**src/sv/gru_mul.sv**
```systemverilog
// Shared registered signed multiplier.
`timescale 1ns / 1ps
module gru_mul (
    input  logic               i_clk,
    input  logic signed [32:0] i_a,
    input  logic signed [32:0] i_b,
    output logic signed [65:0] o_p
);
    logic signed [65:0] r_p;

    always_ff @(posedge i_clk) begin
        r_p <= i_a * i_b;
    end

    assign o_p = r_p;
endmodule

```
**config.mk**
```make
export PLATFORM = sky130hd
export DESIGN_NAME = gru_mul
export DESIGN_NICKNAME = d
export VERILOG_FILES = /design/src/sv/gru_mul.sv
export SDC_FILE = /design/constraint.sdc
export NUM_CORES = 2
export LEC_CHECK = 0
export BUFFER_PORTS_ARGS = -buffer_cell sky130_fd_sc_hd__buf_2
export CAP_MARGIN = 10
export CORE_UTILIZATION = 44
export DETAILED_ROUTE_END_ITERATION = 10
export PLACE_DENSITY_LB_ADDON = 0.05
export SETUP_SLACK_MARGIN = 0.1
export SYNTH_ARGS = -nofsm -noshare
export SYNTH_HDL_FRONTEND = slang
export SYNTH_SLANG_ARGS = --single-unit
```
**constraint.sdc**
```tcl
create_clock -name i_clk -period 10.15 [get_ports i_clk]
set_clock_uncertainty 0.2 [all_clocks]
set_input_delay 1.5225 -clock i_clk [delete_from_list [all_inputs] [get_ports i_clk]]
set_output_delay 1.5225 -clock i_clk [all_outputs]
set_load 0.005 [all_outputs]
```
== Yosys cells after proc, flatten, opt, wreduce, memory -nomap -nowiden ==
Cells that the tools add are included.
Cells by class
  multiply operators: 1
Operator list (count)
  33-bit by 33-bit multiplier with 66-bit output: 1
Word-level totals
  register bits: 66
  word-level logic and storage cells: 2
  output and inout bits: 66
  input bits: 67

== Longest topological paths before layout ==
  depth after elaboration: 1
  mapped depth: 27
  depth with buffers taken out: 26

== Worst setup path before layout ==
No wires, ideal clock.
  path type: input-to-reg
  start point: in i_a[32]
  end point: reg r_p[62] (netlist: o_p[62])
  required time: 9.871 ns
  setup time: 0.079 ns
  stages on the path: 23
  buffers on the path: 2
  arrival time: 8.680 ns
  path slack: 1.191 ns
  path through: clkbuf_1 -> nand2_1 -> inv_1 -> fa_1 -> fa_1 -> fa_1 -> fa_1 -> fa_1 -> fa_1 -> fa_1 -> inv_1 -> fa_1 -> inv_1 -> ha_1 -> clkbuf_1 -> and3_1 -> nand3_1 -> nand2b_1 -> a2111oi_4 -> a211oi_4 -> a21o_2 -> a21o_1 -> a211oi_2
On the way
  word-level cells in the longest chain between the ends: 1
Ends and longest elaborated chain
  start, declared: RTL line 5  | input logic signed [32:0] i_a,
  33-bit by 33-bit multiplier with 66-bit output: RTL line 12  | r_p <= i_a * i_b;
  end signal, assigned: RTL line 12
  end, declared: RTL line 9  | logic signed [65:0] r_p;
Every way passes these cells.

== Worst setup path in the final report ==
  start point: in i_b[10]
  end point: reg r_p[62] (netlist: o_p[62])
On the way
  word-level cells in the longest chain between the ends: 1
Ends and longest elaborated chain
  start, declared: RTL line 6  | input logic signed [32:0] i_b,
  33-bit by 33-bit multiplier with 66-bit output: RTL line 12
Every way passes these cells.

==> impl_metrics.env <==
export IMPL_cts_sinks=66
export IMPL_rows=111
export IMPL_finalSetupViolations=0
export IMPL_syn_area_mm2=0.0407
export IMPL_syn_inst=4338
export IMPL_period_share_pct=92.3
export IMPL_grt_usage_pct=27.1
export IMPL_hold_path_depth=3
export IMPL_clk_pin_slew_ps=70
export IMPL_grt_pass1_wl_mm=189
export IMPL_avgRoutedWirePerCell_um=21.7
export IMPL_root_buffer="clkbuf_16"
export IMPL_cts_inserted_buffers=9
export IMPL_slew_violations=0
export IMPL_die_w_um=306
export IMPL_min_delay_start="i_b[0]"
export IMPL_gp_congestion=0.888
export IMPL_post_cts_resized=0
export IMPL_worstSetupPathType="primary input to flop"
export IMPL_grt_max_degree=34
export IMPL_syn_num_nets=5767
export IMPL_period_minus_slack_ps=9360
export IMPL_antenna_found_initial=9
export IMPL_worstPathArrival_ps=9470
export IMPL_required_ps=10260
export IMPL_hold_violations=0
export IMPL_cts_setup_buffers=0
export IMPL_drt_wl_total_mm=120
export IMPL_syn_avg_cell_area_um2=9.39
export IMPL_startpoint_type="primary input"
export IMPL_crit_fanout=33
export IMPL_first_pass_iters=5
export IMPL_worst_slew_pin_slew_ps=1030
export IMPL_ctsHoldBuffers=0
export IMPL_core_mm2=0.0917
export IMPL_drc_errors=0
export IMPL_drtIter0Drc=1411
export IMPL_wl_met1_mm=48.9
export IMPL_nets=5773
export IMPL_fp_dieArea_mm2=0.0938
export IMPL_wl_met2_mm=64.3
export IMPL_area_growth_pct=5.68
export IMPL_fin_setup_tns_ps=0
export IMPL_grt_overflow=0
export IMPL_hp_class="primary input to flop"
export IMPL_largest_register_ffs=66
export IMPL_rsz0062_at_grt="no"
export IMPL_status="completed"
export IMPL_ant_nets=0
export IMPL_yosysWarningCount=0
export IMPL_met3WireLength_mm=4.03
export IMPL_maxCapViolations=0
export IMPL_top_layer_used="met5"
export IMPL_clockBufferDepth=2
export IMPL_vias_per_cell=5.10
export IMPL_hold_ws_ps=1590
export IMPL_ys_types=80
export IMPL_initial_utilization_pct=44.4
export IMPL_drive_gt1_share_pct=6.16
export IMPL_slew_limit_headroom_pct=31.4
export IMPL_endpoint_kind="flop"
export IMPL_hpwl_mm=100
export IMPL_cts_tree="yes"
export IMPL_hold_end="o_p[0]"
export IMPL_synth_edf_count=0
export IMPL_ctsHtreeMaxLevel=3
export IMPL_synth_main_ff_cell="dfxtp_1"
export IMPL_async_flop_share_pct=0
export IMPL_yosysSeqAreaShare_pct=3.24
export IMPL_top_level_ports=133
export IMPL_die_height_um=306
export IMPL_grt_pass1_vias=30900
export IMPL_numPortBuffers=132
export IMPL_synth_seq_cells=66
export IMPL_max_freq_ghz=0.107
export IMPL_cp_startpoint="i_b[10]"
export IMPL_routed_via_count=28300
==> worst max-delay path by stage <==
stage	slack (ps)	end	cells after the start
final	790	o_p[62]	25
after global routing	500	o_p[58]	25
after CTS	830	o_p[62]	23
after detailed placement	410	o_p[62]	23
after global placement	450	o_p[62]	23
after floorplan	1190	o_p[62]	23
==> worst max-delay path, stage by stage <==
cell and delay, ps:
buf_2 730, nand2_1 220, fa_1 690, buf_4 180, inv_1 50, fa_1 470
inv_1 50, fa_1 520, inv_1 50, fa_1 480, fa_1 580, fa_1 430
fa_1 490, inv_1 50, fa_1 470, inv_1 40, ha_1 460, and4_1 370
nand3_1 200, nand2b_1 310, a2111oi_4 360, a211oi_4 120, a21o_2 260, a21o_1 170
a211oi_2 160
==> synthesized netlist by cell type (4+ instances only) <==
| cell | number | area [um2] |
|---|---|---|
| a211o_1 | 6 | 52.6 |
| a211oi_1 | 7 | 52.6 |
| a21o_1 | 36 | 270 |
| a21oi_1 | 57 | 285 |
| a31oi_1 | 8 | 50.1 |
| and2_1 | 562 | 3520 |
| and3_1 | 5 | 31.3 |
| and4_1 | 5 | 43.8 |
| buf_2 | 11 | 55.1 |
| clkbuf_1 | 208 | 781 |
| dfxtp_1 | 66 | 1320 |
| fa_1 | 1145 | 22900 |
| ha_1 | 217 | 2720 |
| inv_1 | 1131 | 4250 |
| nand2_1 | 551 | 2070 |
| nand2b_1 | 12 | 75.1 |
| nand3_1 | 25 | 125 |
| nand4_1 | 11 | 68.8 |
| nor2_1 | 68 | 255 |
| nor2b_1 | 5 | 31.3 |
| nor3_1 | 7 | 35.0 |
| o211ai_1 | 4 | 30.0 |
| o21a_1 | 6 | 45.0 |
| o21ai_0 | 25 | 125 |
| o21ai_1 | 6 | 30.0 |
| o21bai_1 | 11 | 82.6 |
| xnor2_1 | 43 | 377 |
| xor2_1 | 25 | 219 |
==> stage by stage <==
stage	instances	util (%)	instance area (um2)	setup slack, ps
finish	5537	47.0	43000	786
global route	5536	47.0	43000	505
CTS	5535	47.0	43000	831
detailed placement	5519	46.6	42700	411
global placement	5519	46.6	42700	454
floorplan	4338	-	40700	1190
==> per-layer routing <==
metal	GRT usage [%]	vias to the layer above
met1	34.8	15200
li1	-	12300
met4	6.41	2
met2	49.2	604
met5	0	-
met3	2.29	146
==> area by class of cell <==
cell class,count,area [um2]
Antenna cell,2,5.00
Clock buffer,10,229
Clock inverter,6,66.3
Fill cell,9033,48600
Inverter,1131,4250
Multi-Input combinational cell,2920,34300
Sequential cell,66,1320
Tap cell,1186,1480
Timing Repair Buffer,216,1380
==> cells by family (layout without fill, tap and decap cells) <==
logic type	Yosys count	count (layout)	share of synthesized area [%]
fa+ha+maj	1362	1362	62.9
buf+inv	1352	1363	12.5
simple gates	1271	1271	15.8
compound gates	219	219	4.07
xor+xnor	68	68	1.46
flops	66	66	3.24
other cells	0	2	0
==> layout by cell type (no fill, tap or decap), types with 36 or more instances in the layout <==
cell | Yosys | final
buf_2 | 11 | 132
inv_1 | 1131 | 1131
nand2_1 | 551 | 551
a21oi_1 | 57 | 57
a21o_1 | 36 | 36
ha_1 | 217 | 217
xnor2_1 | 43 | 43
dfxtp_1 | 66 | 66
nor2_1 | 68 | 68
fa_1 | 1145 | 1145
and2_1 | 562 | 562
buf_4 | 0 | 77
Power is not shown: default switching activity piles up to over one toggle a cycle in this logic, so the estimate is an artifact.
