## src/sv/gru_sqrt.sv

```systemverilog
// Bit-serial integer square root of a 64-bit radicand, one result bit per cycle.
`timescale 1ns / 1ps
module gru_sqrt (
    input  logic        i_clk,
    input  logic        i_rst_n,
    input  logic        i_start,
    input  logic [63:0] i_radicand,
    output logic        o_done,
    output logic [31:0] o_root
);
    logic        r_busy, n_busy;
    logic        r_done, n_done;
    logic [63:0] r_n, n_n;
    logic [63:0] r_res, n_res;
    logic [63:0] r_bit, n_bit;
    logic [63:0] trial;

    assign trial = r_res + r_bit;

    always_comb begin
        n_busy = r_busy;
        n_done = 1'b0;
        n_n    = r_n;
        n_res  = r_res;
        n_bit  = r_bit;
        if (i_start) begin
            n_busy = 1'b1;
            n_n    = i_radicand;
            n_res  = 64'd0;
            n_bit  = 64'd1 << 62;
        end else if (r_busy) begin
            if (r_n >= trial) begin
                n_n   = r_n - trial;
                n_res = (r_res >> 1) + r_bit;
            end else begin
                n_res = r_res >> 1;
            end
            n_bit = r_bit >> 2;
            if (r_bit[0]) begin
                n_busy = 1'b0;
                n_done = 1'b1;
            end
        end
    end

    always_ff @(posedge i_clk) begin
        if (!i_rst_n) begin
            r_busy <= 1'b0;
            r_done <= 1'b0;
        end else begin
            r_busy <= n_busy;
            r_done <= n_done;
        end
        r_n   <= n_n;
        r_res <= n_res;
        r_bit <= n_bit;
    end

    assign o_done = r_done;
    assign o_root = r_res[31:0];
endmodule

```

## config.mk

```make
export PLATFORM = sky130hd
export DESIGN_NAME = gru_sqrt
export DESIGN_NICKNAME = d
export VERILOG_FILES = /design/src/sv/gru_sqrt.sv
export SDC_FILE = /design/constraint.sdc
export NUM_CORES = 1
export LEC_CHECK = 0
export CAP_MARGIN = 30
export CORE_ASPECT_RATIO = 0.7
export CORE_MARGIN = 2
export CORE_UTILIZATION = 60
export CTS_CLUSTER_DIAMETER = 30
export DETAILED_ROUTE_END_ITERATION = 10
export DONT_BUFFER_PORTS = 1
export HOLD_SLACK_MARGIN = 0.08
export PLACE_DENSITY = 0.76
export SETUP_SLACK_MARGIN = 0.02
export SLEW_MARGIN = 25
export SYNTH_ARGS = -nofsm -noshare
export SYNTH_HDL_FRONTEND = slang
export SYNTH_SLANG_ARGS = --single-unit
```

## constraint.sdc

```tcl
create_clock -name i_clk -period 21.7 [get_ports i_clk]
set_input_delay 1.085 -clock i_clk [delete_from_list [all_inputs] [get_ports i_clk]]
set_output_delay 1.085 -clock i_clk [all_outputs]
set_load 0.02 [all_outputs]
```

### Word level (Yosys, flattened, before mapping)

Index checks and enable logic that the tools add are counted.

| storage, ports and cells | value |
|---|---|
| logic and storage cells | 23 |
| register bits after elaboration | 162 |
| bits of input ports | 67 |

| operators by class | value |
|---|---|
| $add $sub $neg | 3 |
| reductions and logical operators | 4 |
| $lt $le $gt $ge | 1 |
| multiplexer cells | 8 |
| bitwise gates (word level) | 2 |

Operators by type and width:

| kind | count |
|---|---|
| 64-bit two-way mux | 4 |
| 63-bit by 63-bit adder with 64-bit output | 1 |
| 64-bit by 63-bit adder with 64-bit output | 1 |
| 64-bit greater-or-equal comparator | 1 |
| 64-bit subtractor | 1 |
| 1-bit two-way mux | 4 |
| 2-bit nonzero test | 2 |
| 3-bit OR reduction | 1 |
| 1-bit NOT | 2 |
| 2-bit AND reduction | 1 |

### Logic depth before layout (Yosys ltp)

| logic depth | value |
|---|---|
| word-level depth | 5 |
| mapped depth | 26 |
| depth with buffers taken out | 23 |

### Worst setup path after synthesis

OpenSTA, ideal clock, no wires.

| path | value |
|---|---|
| kind | flip-flop to flip-flop |
| start | register r_res[2] |
| end | register r_n[0], enable pin |
| arrival time | 9,400 ps |
| slack | 11,725 ps |
| library setup time | 574 ps |
| data required time | 21,126 ps |
| path buffers | 4 |
| cell stages (with the launch flop) | 26 |
| cells stage by stage | dfxtp_1 > ha_1 > a31o_2 > a21o_1 > a31oi_1 > o21ai_1 > a211oi_1 > o21a_1 > o21bai_1 > a31oi_1 > o21ai_0 > xnor2_1 > ha_1 > clkbuf_1 > nand2_1 > o21ai_1 > a21oi_1 > o21ai_1 > a21oi_1 > o21ai_0 > a21oi_1 > and2_4 > buf_6 > buf_6 > buf_2 > o21ai_0 |

| between the ends | value |
|---|---|
| word-level cells in the longest chain between the ends | 4 |

RTL lines:

| what | RTL line | source |
|---|---|---|
| start, declared | 14 | `logic [63:0] r_res, n_res;` |
| start signal, assigned | 55 | `r_res <= n_res;` |
| 64-bit by 63-bit adder with 64-bit output | 18 | `assign trial = r_res + r_bit;` |
| 64-bit greater-or-equal comparator | 32 | `if (r_n >= trial) begin` |
| 2-bit nonzero test (no source line) | -- |  |
| 2-bit AND reduction (no source line) | -- |  |
| end signal, assigned | 54 | `r_n <= n_n;` |
| end, declared | 13 | `logic [63:0] r_n, n_n;` |

Every way passes these cells.
A chain may end at the register's enable or synchronous reset.

### Worst setup path after layout

| path | value |
|---|---|
| start | register r_res[2] |
| end | register r_n[23], enable pin |

Same word-level chain as after synthesis.

==> run_results.csv <==
group,metric,value,unit
finish,antenna_cells,0,
synthesis,ys_seq_area_share,25.4,%
route,ant_nets,0,
global_route,antenna_found_initial,0,
clock_tree,cts_max_path_buffers,2,
sta,post-route-period-util,35.6,%
sta,skew,0.0118,ns
finish,nets,2040,
global_route,grt_pass1_wl,71700,µm
power,clock_power_share,19.0,%
worst_setup_path,rrSetupSlack,13.97,ns
sta,rsz0062_at_grt,"false",
status,status,"finished clean",
worst_setup_path,worstSetupPathType,"register to register",
synthesis,syn-cell-area,15300,µm²
synthesis,synth_common_cells,"nand2_1 (221), nor2_1 (199), o21ai_0 (157)",
worst_setup_path,end_kind,"register",
route,wirelength,45900,µm
power,p_int,979,µW
global_route,grtUsageTotal,33.9,%
finish,drive_gt1_share,4.26,%
die,std_cell_rows,48,
power,pwr-share-seq,27.2,%
route,drc_errors,0,
global_route,grt_pass1_vias,12900,
die,core-area,24900,µm²
synthesis,netlist_instances,1958,
place,dp_cells,2148,
place,place_area,15100,µm²
clock_tree,cts_resized,0,
synthesis,ys.flop_type,"dfxtp_1",
clock_tree,clkTransAtPathRegs,0.07,ns
synthesis,yosysTopAreaCellShare,12.8,%
worst_setup_path,cp.required,21.77,ns
synthesis,synthTopCellsByArea,"dfxtp_1 (13%), edfxtp_1 (13%), ha_1 (11%)",
worst_hold_path,min_path_type,"register to register",
sta,fmaxAchievable,129,MHz
route,num_vias,14700,
finish,area_growth,2.90,%
sta,setup_viol,0,
power,cellLeakagePower,5.79,nW
worst_setup_path,crit_end,"r_n[23]",
place,io_buffers,0,
synthesis,async_flop_share,0,%
sta,slew_viol_final,0,
power,total_power,1.80,mW
sta,holdWs,0.545,ns
synthesis,synth_seq_cells,162,
die,floorplan.initialDensity,61.6,%
clock_tree,htreeDepth,4,
die,dieArea,26800,µm²
power,power_switching,823,µW
sta,setup_tns,0,ns
power,p_comb_share,53.9,%
worst_setup_path,reg2reg_depth,23,
synthesis,synth_edf_count,64,
clock_tree,clkLatencyLatePin,0.45,ns
clock_tree,cts_setup_buffers,0,
die,die_h,138,µm
flow_run,maxCapViolations,0,
power,powerDensity,114,nW/µm²
sta,hold_viol,0,
finish,final_area,15800,µm²
sta,min_period,7.73,ns
place,dp_hpwl,34400,µm
synthesis,synth_nets,2156,
worst_hold_path,worstHoldPathCells,1,
synthesis,synthDistinctLibCells,81,
global_route,grt_overflow_total,0,
clock_tree,cts_made_buffers,17,
worst_setup_path,r2r_end,"r_n[23]",
worst_setup_path,cp.arrival,7.79,ns
sta,relSlewSlack,33.4,%
synthesis,syn_avg_cell_area,7.82,µm²
synthesis,yosysTopAreaCell,"dfxtp_1",
die,die_w,195,µm
worst_setup_path,critPathLaunchType,"register",
power,switching_share,45.7,%
clock_tree,hold_buffers,0,
synthesis,synth_most_common_cell,"nand2_1",
clock_tree,cts_tree,"built",
clock_tree,root_buffer,"clkbuf_16",
power,ir_drop,0.0000604,V
finish,instances_no_fill,2180,
sta,worst_pin_slew,0.999,ns
worst_setup_path,setup.worst_path.start,"r_res[2]",
worst_setup_path,cp_max_fo,65,
route,drt_pre_antenna_iters,5,
route,drt_iter0_drc,1807,
worst_setup_path,reg2reg_from,"r_res[2]",
route,wl_per_cell,21.1,µm
die,ios,100,
place,gp_congestion,0.974,
clock_tree,cts_num_sinks,162,
global_route,grt_max_degree,212,
route,via_per_inst,6.74,
synthesis,synth_warnings,0,
## sequential cells by signal, summed over array words and instances (netlist names)
register and count:
o_done 1, r_bit 32, r_busy 1, r_n 64, r_res 64
## area by class of cell
class / count / area [µm²]
Inverter: 29 / 109
Clock buffer: 19 / 454
Tap cell: 325 / 407
Clock inverter: 13 / 194
Sequential cell: 162 / 3890
Timing Repair Buffer: 8 / 63.8
Multi-Input combinational cell: 1624 / 10600
Fill cell: 2203 / 9100
## critical path: stages (launching register included)
cell	delay [ns]
dfxtp_1	0.56
ha_1	0.35
a31o_2	0.27
a21o_1	0.20
a31oi_1	0.56
o21ai_1	0.28
a211oi_1	0.46
o21a_1	0.28
o21bai_1	0.16
a31oi_1	0.56
o21ai_0	0.21
xnor2_1	0.21
ha_1	0.44
nand2_1	0.10
o21ai_1	0.19
a21oi_1	0.11
o21ai_1	0.26
a21oi_1	0.10
o21ai_0	0.22
a21oi_2	0.07
buf_4	0.25
and2_4	0.40
o21ai_4	0.20
buf_4	0.76
## how the worst min path moves through the flow
| stage | startpoint | end |
|---|---|---|
| detailed placement | r_bit[0] | o_done |
| floorplan | r_res[0] | r_res[0] |
| finish | r_bit[0] | o_done |
| global placement | r_bit[0] | o_done |
| CTS | r_bit[0] | o_done |
| global route | r_bit[0] | o_done |
## cells by family after synthesis
family / count (synthesis) / share of synthesized area [%]
flip-flops: 162 / 25.4
XOR/XNOR: 147 / 8.41
adder cells (fa/ha/maj): 131 / 10.8
AND/OR/NAND/NOR: 645 / 19.3
buffers and inverters: 172 / 5.24
AO/OA/AOI/OAI: 648 / 27.5
multiplexers: 53 / 3.52
## power groups by stage
stage / sequential (mW) / combinational [mW] / clock, mW
2_1_floorplan: 0.447 / 0.779 / 0
3_3_place_gp: 0.490 / 0.923 / 0
3_5_place_dp: 0.488 / 0.945 / 0
4_1_cts: 0.486 / 0.949 / 0.345
5_1_grt: 0.495 / 1.07 / 0.359
6_report: 0.489 / 0.970 / 0.342
## layout by cell type (no fill, tap or decap), types with 15 or more instances in the layout
cell type and n:
nor2_1 199, o21bai_1 40, o21a_1 15, nor3_1 34, ha_1 130, dfxtp_1 97
edfxtp_1 64, nand4_1 43, xnor2_1 82, a211oi_1 34, o31ai_1 19, mux2i_1 46
a21o_1 44, a21oi_1 145, a311oi_1 23, clkbuf_16 18, a31oi_1 63, or3_1 16
nand2_1 221, xor2_1 65, o21ai_0 156, inv_1 28, nand3_1 46
## stage by stage
| step | worst slack [ns] | utilization (%) |
|---|---|---|
| after CTS | 14.07 | 63.4 |
| after detailed placement | 14.12 | 60.8 |
| after global placement | 14.37 | 60.8 |
| final | 13.97 | 63.4 |
| after global routing | 13.43 | 63.4 |
| after floorplan | 11.73 | - |
## routing by layer
layer / vias up / share of wire (%) / GRT usage (%)
li1: 7027 / - / -
met1: 6868 / 49 / 53.6
met2: 747 / 38 / 46.0
met3: 51 / 12 / 7.52
met4: 0 / 1.2 / 6.53
met5: - / 0 / 0
Note: power is estimated with default switching activity, not from simulation.
