## src/sv/gru_pkg.sv

```systemverilog
// Shared types and constants for the Givens rotation unit.
`timescale 1ns / 1ps
package gru_pkg;
    localparam int unsigned DataW  = 32;
    localparam int unsigned CsFrac = 30;
    localparam logic [DataW-1:0] CsOne = 32'h4000_0000;
    localparam logic [DataW-1:0] DataMax = 32'h7FFF_FFFF;
    localparam logic [DataW-1:0] DataMin = 32'h8000_0000;

    localparam logic KindLoad   = 1'b0;
    localparam logic KindRotate = 1'b1;

    typedef enum logic [7:0] {
        S_IDLE = 8'b0000_0001,
        S_NORM = 8'b0000_0010,
        S_SQ   = 8'b0000_0100,
        S_ROOT = 8'b0000_1000,
        S_DIVC = 8'b0001_0000,
        S_DIVS = 8'b0010_0000,
        S_ROT  = 8'b0100_0000,
        S_OUT  = 8'b1000_0000
    } t_state;
endpackage

```

## src/sv/gru_div.sv

```systemverilog
// Restoring divider for round(m * 2^30 / r), one quotient bit per cycle.
`timescale 1ns / 1ps
module gru_div (
    input  logic        i_clk,
    input  logic        i_rst_n,
    input  logic        i_start,
    input  logic [31:0] i_mag,
    input  logic [31:0] i_den,
    output logic        o_done,
    output logic [30:0] o_quot
);
    import gru_pkg::*;

    logic        r_busy, n_busy;
    logic        r_done, n_done;
    logic [4:0]  r_cnt, n_cnt;
    logic [31:0] r_rem, n_rem;
    logic [30:0] r_lo, n_lo;
    logic [31:0] r_den, n_den;
    logic [61:0] num;
    logic [32:0] trial;

    // Rounding is folded in by adding half the divisor to the dividend.
    assign num   = {i_mag, {CsFrac{1'b0}}} + {31'd0, i_den[31:1]};
    assign trial = {r_rem, r_lo[30]};

    always_comb begin
        n_busy = r_busy;
        n_done = 1'b0;
        n_cnt  = r_cnt;
        n_rem  = r_rem;
        n_lo   = r_lo;
        n_den  = r_den;
        if (i_start) begin
            n_busy = 1'b1;
            n_cnt  = 5'd31;
            n_rem  = {1'b0, num[61:31]};
            n_lo   = num[30:0];
            n_den  = i_den;
        end else if (r_busy) begin
            if (trial >= {1'b0, r_den}) begin
                n_rem = 32'(trial - {1'b0, r_den});
                n_lo  = {r_lo[29:0], 1'b1};
            end else begin
                n_rem = trial[31:0];
                n_lo  = {r_lo[29:0], 1'b0};
            end
            n_cnt = r_cnt - 5'd1;
            if (r_cnt == 5'd1) begin
                n_busy = 1'b0;
                n_done = 1'b1;
            end
        end
    end

    always_ff @(posedge i_clk) begin
        if (!i_rst_n) begin
            r_busy <= 1'b0;
            r_done <= 1'b0;
            r_cnt  <= 5'd0;
        end else begin
            r_busy <= n_busy;
            r_done <= n_done;
            r_cnt  <= n_cnt;
        end
        r_rem <= n_rem;
        r_lo  <= n_lo;
        r_den <= n_den;
    end

    assign o_done = r_done;
    assign o_quot = r_lo;
endmodule

```

## config.mk

```make
export PLATFORM = sky130hd
export DESIGN_NAME = gru_div
export DESIGN_NICKNAME = d
export VERILOG_FILES = /design/src/sv/gru_pkg.sv /design/src/sv/gru_div.sv
export SDC_FILE = /design/constraint.sdc
export NUM_CORES = 1
export LEC_CHECK = 0
export BUFFER_PORTS_ARGS = -buffer_cell sky130_fd_sc_hd__buf_2
export CAP_MARGIN = 15
export CORE_UTILIZATION = 60
export CTS_BUF_LIST = sky130_fd_sc_hd__clkbuf_8
export DETAILED_ROUTE_END_ITERATION = 10
export PLACE_DENSITY = 0.87
export SLEW_MARGIN = 25
export SYNTH_ARGS = -nofsm -noshare
export SYNTH_HDL_FRONTEND = slang
export SYNTH_SLANG_ARGS = --single-unit
```

## constraint.sdc

```tcl
create_clock -name i_clk -period 3.4 [get_ports i_clk]
set_input_delay 0.68 -clock i_clk [delete_from_list [all_inputs] [get_ports i_clk]]
set_output_delay 0.68 -clock i_clk [all_outputs]
set_load 0.03 [all_outputs]
```

* After elaboration in Yosys (flattened, before gate mapping)
Index checks and enable logic that the tools add are counted.
** Operators by class
- Add/sub/neg operators :: 3
- Magnitude comparators :: 1
- Equal/unequal tests :: 1
- Mux-type cells :: 12
- Bitwise gates (word level) :: 2
- Reductions and logical operators :: 2
** Operators with widths (count)
- 31-bit 2-to-1 mux :: 4
- 62-bit by 31-bit adder with 62-bit output :: 1
- 33-bit by 32-bit greater-or-equal comparator with 1-bit output :: 1
- 32-bit 2-to-1 mux :: 1
- 32-bit subtractor :: 1
- 5-bit 2-to-1 mux :: 2
- 5-bit by 1-bit == test with 1-bit output (second input constant) :: 1
- 1-bit 2-to-1 mux :: 5
- 5-bit by 1-bit subtractor with 5-bit output (second input constant) :: 1
- 3-bit OR reduction :: 1
- 1-bit NOT :: 2
- 2-bit nonzero test :: 1
** Storage, ports and cells
- Register bits :: 102
- Input port bits :: 67
- Output and inout bits :: 32
- Word-level logic and storage cells :: 28

* Logic depth before layout (Yosys ltp)
Gate-level depths: netlist of the first run.
- Depth after elaboration :: 4
- Depth in mapped cells :: 13
- Gate-level depth less buffers :: 13

* Worst setup path before layout of the first run
Ideal clock, no wire load.
- Path kind :: register to register
- From :: reg r_lo[30] (netlist: o_quot[30])
- To :: reg r_rem[30] (data pin)
- Setup time :: 167 ps
- Arrival :: 2979 ps
- Required time :: 3233 ps
- Path slack :: 254 ps
- Stages on the path, launching flop included :: 14
- Buffers on the path :: 0
- Clock period less this slack :: 3146 ps
- Cells stage by stage :: edfxtp_1 -> inv_1 -> ha_1 -> inv_1 -> fa_1 -> a21o_1 -> a221oi_1 -> o21ai_0 -> o21ai_1 -> a21oi_1 -> o21ai_0 -> mux2i_1 -> nor3_1 -> a211oi_1
** On the way
- Word-level cells in the longest chain between the ends :: 4
- Elaborated cells on any way between the ends :: 5
- Classes of those cells :: 1 x add/sub; 1 x order compare; 3 x mux
** Ends and longest elaborated chain
- from (decl) :: RTL line gru_div.sv:18 : logic [30:0] r_lo, n_lo;
- from (signal assigned) :: RTL line gru_div.sv:67 : r_lo <= n_lo;
- 32-bit subtractor / 33-bit by 32-bit greater-or-equal comparator with 1-bit output (equally long branches) :: RTL line gru_div.sv:42, gru_div.sv:41
- 32-bit 2-to-1 mux * :: RTL line gru_div.sv:41 : if (trial >= {1'b0, r_den}) begin
- 31-bit 2-to-1 mux * :: RTL line gru_div.sv:40 : end else if (r_busy) begin
- 31-bit 2-to-1 mux * :: RTL line gru_div.sv:34 : if (i_start) begin
- named net n_rem[30] :: RTL line gru_div.sv:17 : logic [31:0] r_rem, n_rem;
- to (signal assigned) :: RTL line gru_div.sv:66 : r_rem <= n_rem;
- to (decl) :: RTL line gru_div.sv:17
The timed path passes the listed nets; every way through them passes the cells marked *. The select of a mux whose other input is x is not followed.
A chain may end at the register's enable or synchronous reset.

* Worst setup path in the final report of the first run
- From :: reg r_rem[0]
- To :: reg r_rem[30] (data pin)
** On the way
- Word-level cells in the longest chain between the ends :: 4
- Elaborated cells on any way between the ends :: 5
- Classes of those cells :: 1 x add/sub; 1 x order compare; 3 x mux
** Ends and longest elaborated chain (RTL line)
- 32-bit subtractor / 33-bit by 32-bit greater-or-equal comparator with 1-bit output (equally long branches) :: gru_div.sv:42, gru_div.sv:41
- 32-bit 2-to-1 mux * :: gru_div.sv:41
- 31-bit 2-to-1 mux * :: gru_div.sv:40
- 31-bit 2-to-1 mux * :: gru_div.sv:34
- named net n_rem[30] :: gru_div.sv:17
Marks and branches as above.

==> metrics.csv, run 1 <==
stage;metric;value;unit
run_status;status;finished clean;
logic_synthesis;asr flop ratio synth;0;%
logic_synthesis;cell taking the most area after synthesis;edfxtp_1;
timing;Final TNS setup;0;ns
logic_synthesis;sequential element share of the synthesized area;45.3;%
logic_synthesis;compound-cell area share of the yosys netlist;12.6;%
clocking;Sink Count;102;
logic_synthesis;FF+latch count, synth;102;
setup_path;Worst Setup Path Type;reg -> reg;
place;HPWL after DPL;11000;µm
place;GP Congestion;0.952;
grt;global-route usage over all layers;27.2;%
logic_synthesis;portion of netlist area occupied by mux cells;10.3;%
final_layout;Area growth, synth to finish;12.5;%
logic_synthesis;synthesized cell area;6580;µm²
timing;Max Slew Vio Count;0;
setup_path;Worst setup SP type;register;
timing;Final Hold Fails;0;
routing;drt wl/cell;17.3;µm
logic_synthesis;main combinational cell family by area after synthesis;compound AO/OA/AOI/OAI gates;
final_layout;share of layout cells above drive strength 1;22.8;%
logic_synthesis;simple-gate share of the synthesized area;12.2;%
floorplanning;CORE AREA;10500;µm²
timing;relative slew slack;56.2;%
timing;max frequency;0.311;GHz
setup_path;worst setup path start;r_rem[0];
power;power per cell area;605;nW/µm²
logic_synthesis;Avg Cell Area, Syn;10.6;µm²
floorplanning;Die Y;107;µm
power;Peak VDD IR;428;µV
power;total power;4.48;mW
setup_path;worst-path fanout max;24;
clocking;TritonCTS Buffers;9;
logic_synthesis;Syn Inst Count;621;
clocking;post-CTS setup buffers;0;
setup_path;CP Data Arrival Time;3.41;ns
routing;via count;5090;
grt;first-pass GRT wire length;24000;µm
timing;# setup viols final;0;
timing;clock skew;0.0123;ns
logic_synthesis;YS warnings;0;
clocking;# resized after CTS;0;
grt;Remaining Overflow, GRT;0;
logic_synthesis;most frequent cells after synthesis;94 x edfxtp_1, 47 x nand2_1, 42 x inv_1;
logic_synthesis;Yosys cell types;55;
timing;Worst Max-Slew Pin Slew;0.655;ns
setup_path;Critical R2R Launch;r_rem[0];
logic_synthesis;post-synth top area share;42.9;%
floorplanning;num ports;99;
job;Max-Cap Viols;0;
clocking;Root Buffer;clkbuf_8;
logic_synthesis;Main synth FF type;edfxtp_1;
clocking;CTS tree;yes;
logic_synthesis;most frequent cell after synthesis;edfxtp_1;
logic_synthesis;EDFF count, synth;94;
clocking;Hold Buf Count CTS;0;
clocking;worst skew pair latency;0.38;ns
routing;DR vias/cell;5.95;
setup_path;Reg2Reg Depth;11;
floorplanning;initial core utilization;62.9;%
logic_synthesis;Syn Nets;725;
setup_path;Setup crit end kind;register;
final_layout;diode count;0;
hold_path;Hold/Removal Path Class;in -> reg;
floorplanning;die area;11400;µm²
floorplanning;die width;107;µm
setup_path;setup slack, reg-to-reg;0.18;ns
power;Leak;3.15;nW
clocking;Clock transition at path regs;0.11;ns
clocking;htree depth;3;
grt;initial antenna violation count;0;
place;Port Buffers;98;
logic_synthesis;Area contributors post-synth;edfxtp_1 43%, ha_1 6.8%, mux2_2 5.5%;
logic_synthesis;Synth Area in XOR/XNOR;8.11;%
timing;minimum clock period;3.22;ns
floorplanning;row cnt;37;
routing;number of remaining DRC errors;0;
setup_path;critical path endpoint;r_rem[30];
timing;period utilization;94.7;%
setup_path;reg2reg end;r_rem[30];
setup_path;Worst Path Required;3.59;ns
routing;drt pass-1 iters;5;
final_layout;Final #Nets;818;
routing;final wirelength;14800;µm
routing;antenna-violating nets left;0;
grt;number of global-route vias before repair;5018;
routing;Initial DRC Count;341;
logic_synthesis;Synth Area in Adders;7.15;%
grt;largest net degree at the start of global routing;115;
timing;RSZ-0062 raised after global routing;false;
clocking;clk buf depth;2;
## cell usage in the layout, fill, tap and decap left out, types with 25 or more instances in the layout
cell	n
inv_1	42
ha_1	36
buf_2	97
edfxtp_1	94
xnor2_1	41
a21oi_1	34
mux2i_1	32
o21ai_0	25
mux2_2	32
nand2_1	46
nor2_1	32
## stage by stage
stage	setup slack, ns	util [%]	std cells	hold slack [ns]	cell area [µm²]
floorplan	0.254	-	621	0.503	6580
global placement	0.349	69.1	839	0.519	7230
detailed placement	0.185	69.1	839	0.543	7230
CTS	0.154	70.8	855	0.477	7400
global route	0.0287	70.8	855	0.467	7410
finish	0.180	70.8	855	0.477	7410
## layer usage
layer	share of wire (%)	vias to the layer above	global-route usage, %
li1	-	2452	-
met1	43	2373	34.7
met2	47	217	44.7
met3	6.2	48	5.23
met4	3.8	0	12.4
met5	0	-	0
## where the power goes
group	internal (mW)	leakage [nW]	switching (mW)
clock network	0.276	0.0916	0.457
logic	0.874	2.06	1.14
registers	1.62	1.00	0.113
## worst max-delay path: stages (launching register included)
cell	delay (ns)
edfxtp_1	0.46
ha_1	0.34
nor2b_1	0.14
o31a_1	0.32
o211ai_2	0.26
a211oi_1	0.16
nor2_4	0.22
nand3_2	0.12
a31oi_4	0.23
buf_12	0.19
mux2_2	0.35
a211oi_1	0.23
## how the worst min path moves through the flow
stage | startpoint | to | slack (ns) | depth (start not counted)
finish | i_den[0] | r_den[0] | 0.48 | 1
floorplan | r_rem[30] | r_rem[31] | 0.50 | 2
global placement | r_rem[30] | r_rem[31] | 0.52 | 2
detailed placement | r_busy | o_done | 0.54 | 2
global route | i_den[0] | r_den[0] | 0.47 | 1
CTS | i_den[0] | r_den[0] | 0.48 | 1
## flip-flops by register name, summed over array words and instances (netlist names)
register	count
r_rem	32
o_quot	31
r_busy	1
r_cnt	5
o_done	1
r_den	32
## final cells by class
type	instances	area, µm²
Multi-Input combinational cell	452	3320
Clock inverter	7	53.8
Sequential cell	102	2980
Clock buffer	9	124
Tap cell	136	170
Inverter	43	161
Timing Repair Buffer	106	591
Fill cell	796	3060
## kinds of logic (layout without fill, tap and decap cells)
kind of cell	Yosys count	after routing
multiplexers	64	64
buffers and inverters	67	165
flip-flops	102	102
adder cells (fa/ha/maj)	37	37
XOR/XNOR	61	61
AND/OR/NAND/NOR	162	162
AO/OA/AOI/OAI	128	128
(Power assumes the default switching activity.)
==> run 2: changes to the inputs <==
--- a/config.mk
+++ b/config.mk
@@ -5,12 +5,13 @@
 export SDC_FILE = /design/constraint.sdc
 export NUM_CORES = 1
 export LEC_CHECK = 0
-export BUFFER_PORTS_ARGS = -buffer_cell sky130_fd_sc_hd__buf_2
+export BUFFER_PORTS_ARGS = -buffer_cell sky130_fd_sc_hd__buf_4
 export CAP_MARGIN = 15
-export CORE_UTILIZATION = 60
+export CORE_UTILIZATION = 54
 export CTS_BUF_LIST = sky130_fd_sc_hd__clkbuf_8
 export DETAILED_ROUTE_END_ITERATION = 10
-export PLACE_DENSITY = 0.87
+export MAX_ROUTING_LAYER = met4
+export PLACE_DENSITY = 0.83
 export SLEW_MARGIN = 25
 export SYNTH_ARGS = -nofsm -noshare
 export SYNTH_HDL_FRONTEND = slang
==> constraint.sdc (replaced) <==
create_clock -name i_clk -period 2.9 [get_ports i_clk]
set_input_delay 0.58 -clock i_clk [delete_from_list [all_inputs] [get_ports i_clk]]
set_output_delay 0.58 -clock i_clk [all_outputs]
set_load 0.03 [all_outputs]
==> metrics.csv, run 2 (synthesized netlist as in run 1, its figures left out) <==
stage;metric;value;unit;change
run_status;status;finished clean;;
place;HPWL after DPL;11700;µm;+6.4%
setup_path;Worst Path Required;3.14;ns;-0.45 ns
floorplanning;initial core utilization;56.5;%;-6.5 points
timing;RSZ-0062 raised after global routing;true;;
power;Peak VDD IR;424;µV;-1.0%
floorplanning;row cnt;39;;+5.4%
power;Leak;3.52;nW;+12%
place;placed cell area;7670;µm²;+6.2%
clocking;Clock transition at path regs;0.11;ns;about the same
timing;Final Hold Fails;0;;unchanged
routing;drt wl/cell;18.5;µm;+7.4%
clocking;worst skew pair latency;0.39;ns;about the same
final_layout;Area growth, synth to finish;27.7;%;
place;Port Buffers;98;;unchanged
final_layout;fin cells;909;;+6.3%
floorplanning;num ports;99;;unchanged
timing;Final TNS setup;0;ns;unchanged
clocking;clk buf depth;2;;unchanged
clocking;TritonCTS Buffers;9;;unchanged
setup_path;reg2reg end;r_rem[30];;
final_layout;commonest non-fill, non-tap cell in the layout;buf_4;;
hold_path;Hold/Removal Path Class;in -> reg;;
routing;Initial DRC Count;363;;+6.5%
timing;hold slack;0.365;ns;-0.113 ns
job;Max-Cap Viols;0;;unchanged
setup_path;worst setup path start;r_rem[2];;
final_layout;cell area after layout;8410;µm²;+14%
power;total power;6.15;mW;+37%
timing;Max Slew Vio Count;0;;unchanged
power;clock network fraction of total power;14.2;%;-2.2 points
grt;global-route usage over all layers;26.7;%;-0.50 points
setup_path;worst-path fanout max;6;;-75%
clocking;Root Buffer;clkbuf_8;;
hold_path;Hold Crit Start;i_den[22];;
grt;first-pass GRT wire length;25400;µm;+5.6%
final_layout;Final #Nets;865;;+5.7%
power;sw frac;37.5;%;-0.57 points
clocking;CTS tree;yes;;
floorplanning;CORE AREA;11700;µm²;+11%
floorplanning;die width;112;µm;+5.3%
power;sequential share of power;33.5;%;-5.3 points
floorplanning;Die Y;112;µm;+5.3%
setup_path;Critical R2R Launch;r_rem[2];;
routing;drt pass-1 iters;5;;unchanged
power;Psw;2.31;mW;+35%
final_layout;share of layout cells above drive strength 1;33.6;%;+11 points
timing;# setup viols final;0;;unchanged
setup_path;crit path cell chain;ha_4 > or4_4 > o211ai_4 > a211oi_4 > nor2_4 > nand3_2 > a31oi_4 > buf_12 > buf_12 > mux2_4 > a211oi_2;;
hold_path;Min-Delay Endpoint;r_den[22];;
final_layout;diode count;0;;unchanged
timing;max frequency;0.346;GHz;+11%
setup_path;CP Data Arrival Time;3.13;ns;-0.28 ns
routing;via count;5328;;+4.7%
power;power per cell area;731;nW/µm²;+21%
grt;initial antenna violation count;0;;unchanged
final_layout;commonest non-fill, non-tap cells in the layout;141 x buf_4, 94 x edfxtp_1, 46 x nand2_1, 41 x xnor2_1, 37 x inv_1;;
grt;number of global-route vias before repair;5102;;+1.7%
routing;antenna-violating nets left;0;;unchanged
grt;largest net degree at the start of global routing;63;;-45%
place;GP Congestion;0.905;;-5.0%
power;Logic pwr share;52.2;%;+7.3 points
setup_path;Crit-path slowest cell;or4_4;;
setup_path;Reg2Reg Depth;11;;unchanged
clocking;Sink Count;102;;unchanged
setup_path;Critical Path Most Common Cell;buf_12;;
timing;clock skew;0.0185;ns;+0.00623 ns
power;Int Pwr;3.84;mW;+38%
setup_path;Worst Setup Path Type;reg -> reg;;
hold_path;hold path depth;1;;unchanged
routing;DR vias/cell;5.86;;-1.5%
setup_path;Setup crit end kind;register;;
place;Post-Place Cells;870;;+3.7%
clocking;htree depth;3;;unchanged
timing;Worst Max-Slew Pin Slew;0.565;ns;-0.0902 ns
floorplanning;die area;12600;µm²;+11%
setup_path;Worst path max stage delay;0.53;ns;+0.07 ns
timing;period utilization;99.6;%;+4.9 points
timing;relative slew slack;61.9;%;+5.8 points
grt;Remaining Overflow, GRT;0;;unchanged
timing;minimum clock period;2.89;ns;-0.331 ns
setup_path;setup slack, reg-to-reg;0.01;ns;-0.17 ns
clocking;Hold Buf Count CTS;0;;unchanged
setup_path;Worst setup SP type;register;;
routing;final wirelength;16800;µm;+14%
routing;number of remaining DRC errors;0;;unchanged
run 2: cell types whose count changed in the layout (fill, tap and decap cells not counted), sizes merged:
cell and delta:
clkbuf +3, inv -2, clkinv +2, buf +44
run 2: through the flow:
| stage | setup slack, ns | util, % |
|---|---|---|
| after floorplan | 0.00984 | - |
| after global placement | 0.0370 | 65.8 |
| after detailed placement | -0.0750 | 65.8 |
| after CTS | 0.000422 | 68.0 |
| after global routing | -0.107 | 72.1 |
| final | 0.0103 | 72.1 |
run 2: critical path: cells and delay by family, from the launching register on:
kind	cells	cell delay, ns
compound gates	4	0.75
fa+ha+maj	1	0.20
buf+inv	2	0.30
flops	1	0.46
mux	1	0.30
simple gates	3	0.71
run 2: how the worst max path moves through the flow:
stage	endpoint	slack, ns	cells past startpoint
2_1_floorplan	o_quot[0]	0.01	4
3_3_place_gp	r_rem[30]	0.04	11
3_5_place_dp	r_rem[30]	-0.07	11
4_1_cts	r_rem[29]	0.0004	11
5_1_grt	r_rem[30]	-0.11	13
6_report	r_rem[30]	0.01	11
run 2: repair_timing:
item                                    4_1_cts  5_1_grt
setup buffers                                 1       19
pin swaps                                     1       30
gates resized for setup                       6       58
endpoints found under the setup margin       17       29
gates cloned                                  1        3
run 2: area by class of cell:
class	instances	area (µm²)
sequential	102	2980
clock buffer	9	124
clock inverter	7	57.6
timing repair buffer	153	1290
fill	809	3250
inverter	43	161
multi-input combinational	452	3620
tap	143	179
run 2: power by group through the flow:
stage               registers (mW)  clock network [mW]  logic [mW]
floorplan                     2.12                   0        1.74
global placement              2.05                   0        2.48
detailed placement            2.06                   0        2.54
CTS                           2.04               0.882        2.65
global route                  2.09               0.931        3.45
finish                        2.06               0.874        3.21
run 2: routing by layer:
| metal | part of all wire [%] | GRT usage (%) | vias up | routed length, µm |
|---|---|---|---|---|
| li1 | - | - | 2543 | - |
| met1 | 45 | 35.1 | 2566 | 7610 |
| met2 | 47 | 41.1 | 185 | 7910 |
| met3 | 5.5 | 4.86 | 34 | 929 |
| met4 | 2.3 | 10.4 | 0 | 386 |
| met5 | 0 | - | - | 0 |
==> run 3: changes to the inputs <==
--- a/config.mk
+++ b/config.mk
@@ -11,7 +11,8 @@
 export CTS_BUF_LIST = sky130_fd_sc_hd__clkbuf_8
 export DETAILED_ROUTE_END_ITERATION = 10
 export MAX_ROUTING_LAYER = met4
-export PLACE_DENSITY = 0.83
+export PLACE_DENSITY_LB_ADDON = 0.25
+export RECOVER_POWER = 100
 export SLEW_MARGIN = 25
 export SYNTH_ARGS = -nofsm -noshare
 export SYNTH_HDL_FRONTEND = slang
==> metrics.csv, run 3 (synthesized netlist as in run 1, its figures left out) <==
stage;metric;value;unit;change
setup_path;Setup crit end kind;register;;
routing;drt pass-1 iters;5;;unchanged
timing;period utilization;101;%;+1.3 points
clocking;worst skew pair latency;0.39;ns;about the same
grt;Remaining Overflow, GRT;0;;unchanged
power;sw frac;37.8;%;+0.30 points
timing;Max Slew Vio Count;63;;+63
grt;largest net degree at the start of global routing;63;;unchanged
routing;drt wl/cell;18.2;µm;-1.5%
final_layout;Area growth, synth to finish;25.2;%;
floorplanning;Die Y;112;µm;unchanged
setup_path;Worst setup SP type;register;;
power;Peak VDD IR;440;µV;+3.8%
timing;clock skew;0.0128;ns;-0.00573 ns
setup_path;CP Data Arrival Time;3.06;ns;-0.07 ns
power;total power;6.03;mW;-1.8%
setup_path;worst setup path start;r_rem[4];;
run_status;status;complete, but fails checks;;
grt;global-route usage over all layers;26.8;%;+0.18 points
clocking;clk buf depth;2;;unchanged
hold_path;Hold/Removal Path Class;in -> reg;;
clocking;TritonCTS Buffers;9;;unchanged
place;Port Buffers;98;;unchanged
grt;initial antenna violation count;0;;unchanged
clocking;Sink Count;102;;unchanged
final_layout;Core Util, Final;70.7;%;-1.4 points
power;clock network fraction of total power;14.3;%;about the same
routing;Initial DRC Count;372;;+2.5%
routing;number of remaining DRC errors;0;;unchanged
floorplanning;initial core utilization;56.5;%;unchanged
routing;final wirelength;16700;µm;-0.78%
timing;RSZ-0062 raised after global routing;true;;
place;placed cell area;7700;µm²;+0.39%
setup_path;Critical R2R Launch;r_rem[4];;
routing;antenna-violating nets left;0;;unchanged
timing;# setup viols final;3;;+3
run_status;failing checks;capacitance limit, slew limit, setup timing;;
timing;relative slew slack;-15.0;%;-77 points
routing;DR vias/cell;5.81;;-0.95%
final_layout;cell area after layout;8240;µm²;-2.0%
floorplanning;row cnt;39;;unchanged
clocking;Root Buffer;clkbuf_8;;
power;Int Pwr;3.75;mW;-2.3%
timing;final setup margin;-0.0269;ns;-0.0372 ns
place;GP Congestion;0.918;;+1.5%
place;DP Worst Slack;-0.0568;ns;+0.0182 ns
floorplanning;die area;12600;µm²;unchanged
floorplanning;CORE AREA;11700;µm²;unchanged
timing;Final Hold Fails;0;;unchanged
final_layout;diode count;0;;unchanged
final_layout;commonest non-fill, non-tap cells in the layout;94 x edfxtp_1, 88 x buf_4, 46 x nand2_1, 41 x xnor2_1, 39 x inv_1;;
setup_path;Worst Setup Path Type;reg -> reg;;
floorplanning;die width;112;µm;unchanged
clocking;CTS tree;yes;;
clocking;Clock transition at path regs;0.11;ns;about the same
final_layout;share of layout cells above drive strength 1;28.3;%;-5.2 points
timing;hold slack;0.392;ns;+0.0277 ns
power;Psw;2.28;mW;-1.1%
grt;first-pass GRT wire length;25500;µm;+0.54%
final_layout;Final #Nets;872;;+0.81%
power;power per cell area;732;nW/µm²;+0.17%
hold_path;Hold Crit Start;i_den[21];;
grt;number of global-route vias before repair;5182;;+1.6%
timing;max frequency;0.342;GHz;-1.3%
timing;minimum clock period;2.93;ns;+0.0372 ns
power;Leak;3.38;nW;-4.0%
setup_path;Worst Path Required;3.03;ns;-0.11 ns
timing;Worst Max-Slew Pin Slew;1.72;ns;+1.16 ns
job;Max-Cap Viols;1;;+1
final_layout;commonest non-fill, non-tap cell in the layout;edfxtp_1;;
setup_path;worst-path fanout max;8;;+2
place;HPWL after DPL;11800;µm;+0.88%
floorplanning;num ports;99;;unchanged
routing;via count;5318;;-0.19%
power;Logic pwr share;51.3;%;-0.9 points
power;sequential share of power;34.4;%;+0.9 points
clocking;htree depth;3;;unchanged
[run 3: changes by cell type in the layout (fill, tap and decap cells not counted), sizes merged]
cell	change
buf	-57
clkinv	-1
inv	+1
clkbuf	+64
[run 3: stage by stage]
stage / std cells / setup TNS (ns)
finish: 916 / -0.0736
global route: 916 / -1.38
CTS: 891 / 0
detailed placement: 874 / -0.110
global placement: 874 / 0
floorplan: 621 / 0
[run 3: metal layers]
layer	vias up	wire, µm	GRT usage, %
li1	2561	-	-
met1	2563	7680	36.8
met2	171	7840	41.1
met3	23	888	3.94
met4	0	299	8.98
met5	-	0	-
[run 3: final cells by class]
class                   count  area (µm²)
multi-input cells         452        3600
fillers                   885        3420
flip-flops and latches    102        2980
repair buffers            160        1130
well taps                 143         179
inverters                  43         161
clock buffers               9         124
clock inverters             7        56.3
[run 3: timing repair]
item	CTS	global route
hold buffers	0	0
gates resized for setup	5	55
setup buffers	1	22
cloned	0	3
endpoints found under the setup margin	6	30
pin swaps	2	20
[run 3: critical path, stage by stage, from the launching register on]
cell      delay, ns
edfxtp_1       0.45
ha_4           0.20
or4_4          0.55
o211ai_4       0.24
a211oi_4       0.10
nor2_4         0.13
nand3_2        0.11
a31oi_4        0.26
buf_12         0.15
buf_12         0.15
mux2i_2        0.24
o21ai_1        0.08
[run 3: power groups by stage]
stage | registers [mW] | clock network (mW) | logic, mW
after floorplan | 2.12 | 0 | 1.74
after global placement | 2.07 | 0 | 2.49
after detailed placement | 2.08 | 0 | 2.56
after CTS | 2.05 | 0.873 | 2.61
after global routing | 2.10 | 0.918 | 3.35
final | 2.07 | 0.862 | 3.10
[run 3: final timing paths]
kind	endpoint	slack (ns)	cells after the start
max	r_rem[15]	-0.03	11
min	r_den[21]	0.39	1
max reg2reg	r_rem[15]	-0.03	11
min reg2reg	o_done	0.58	2
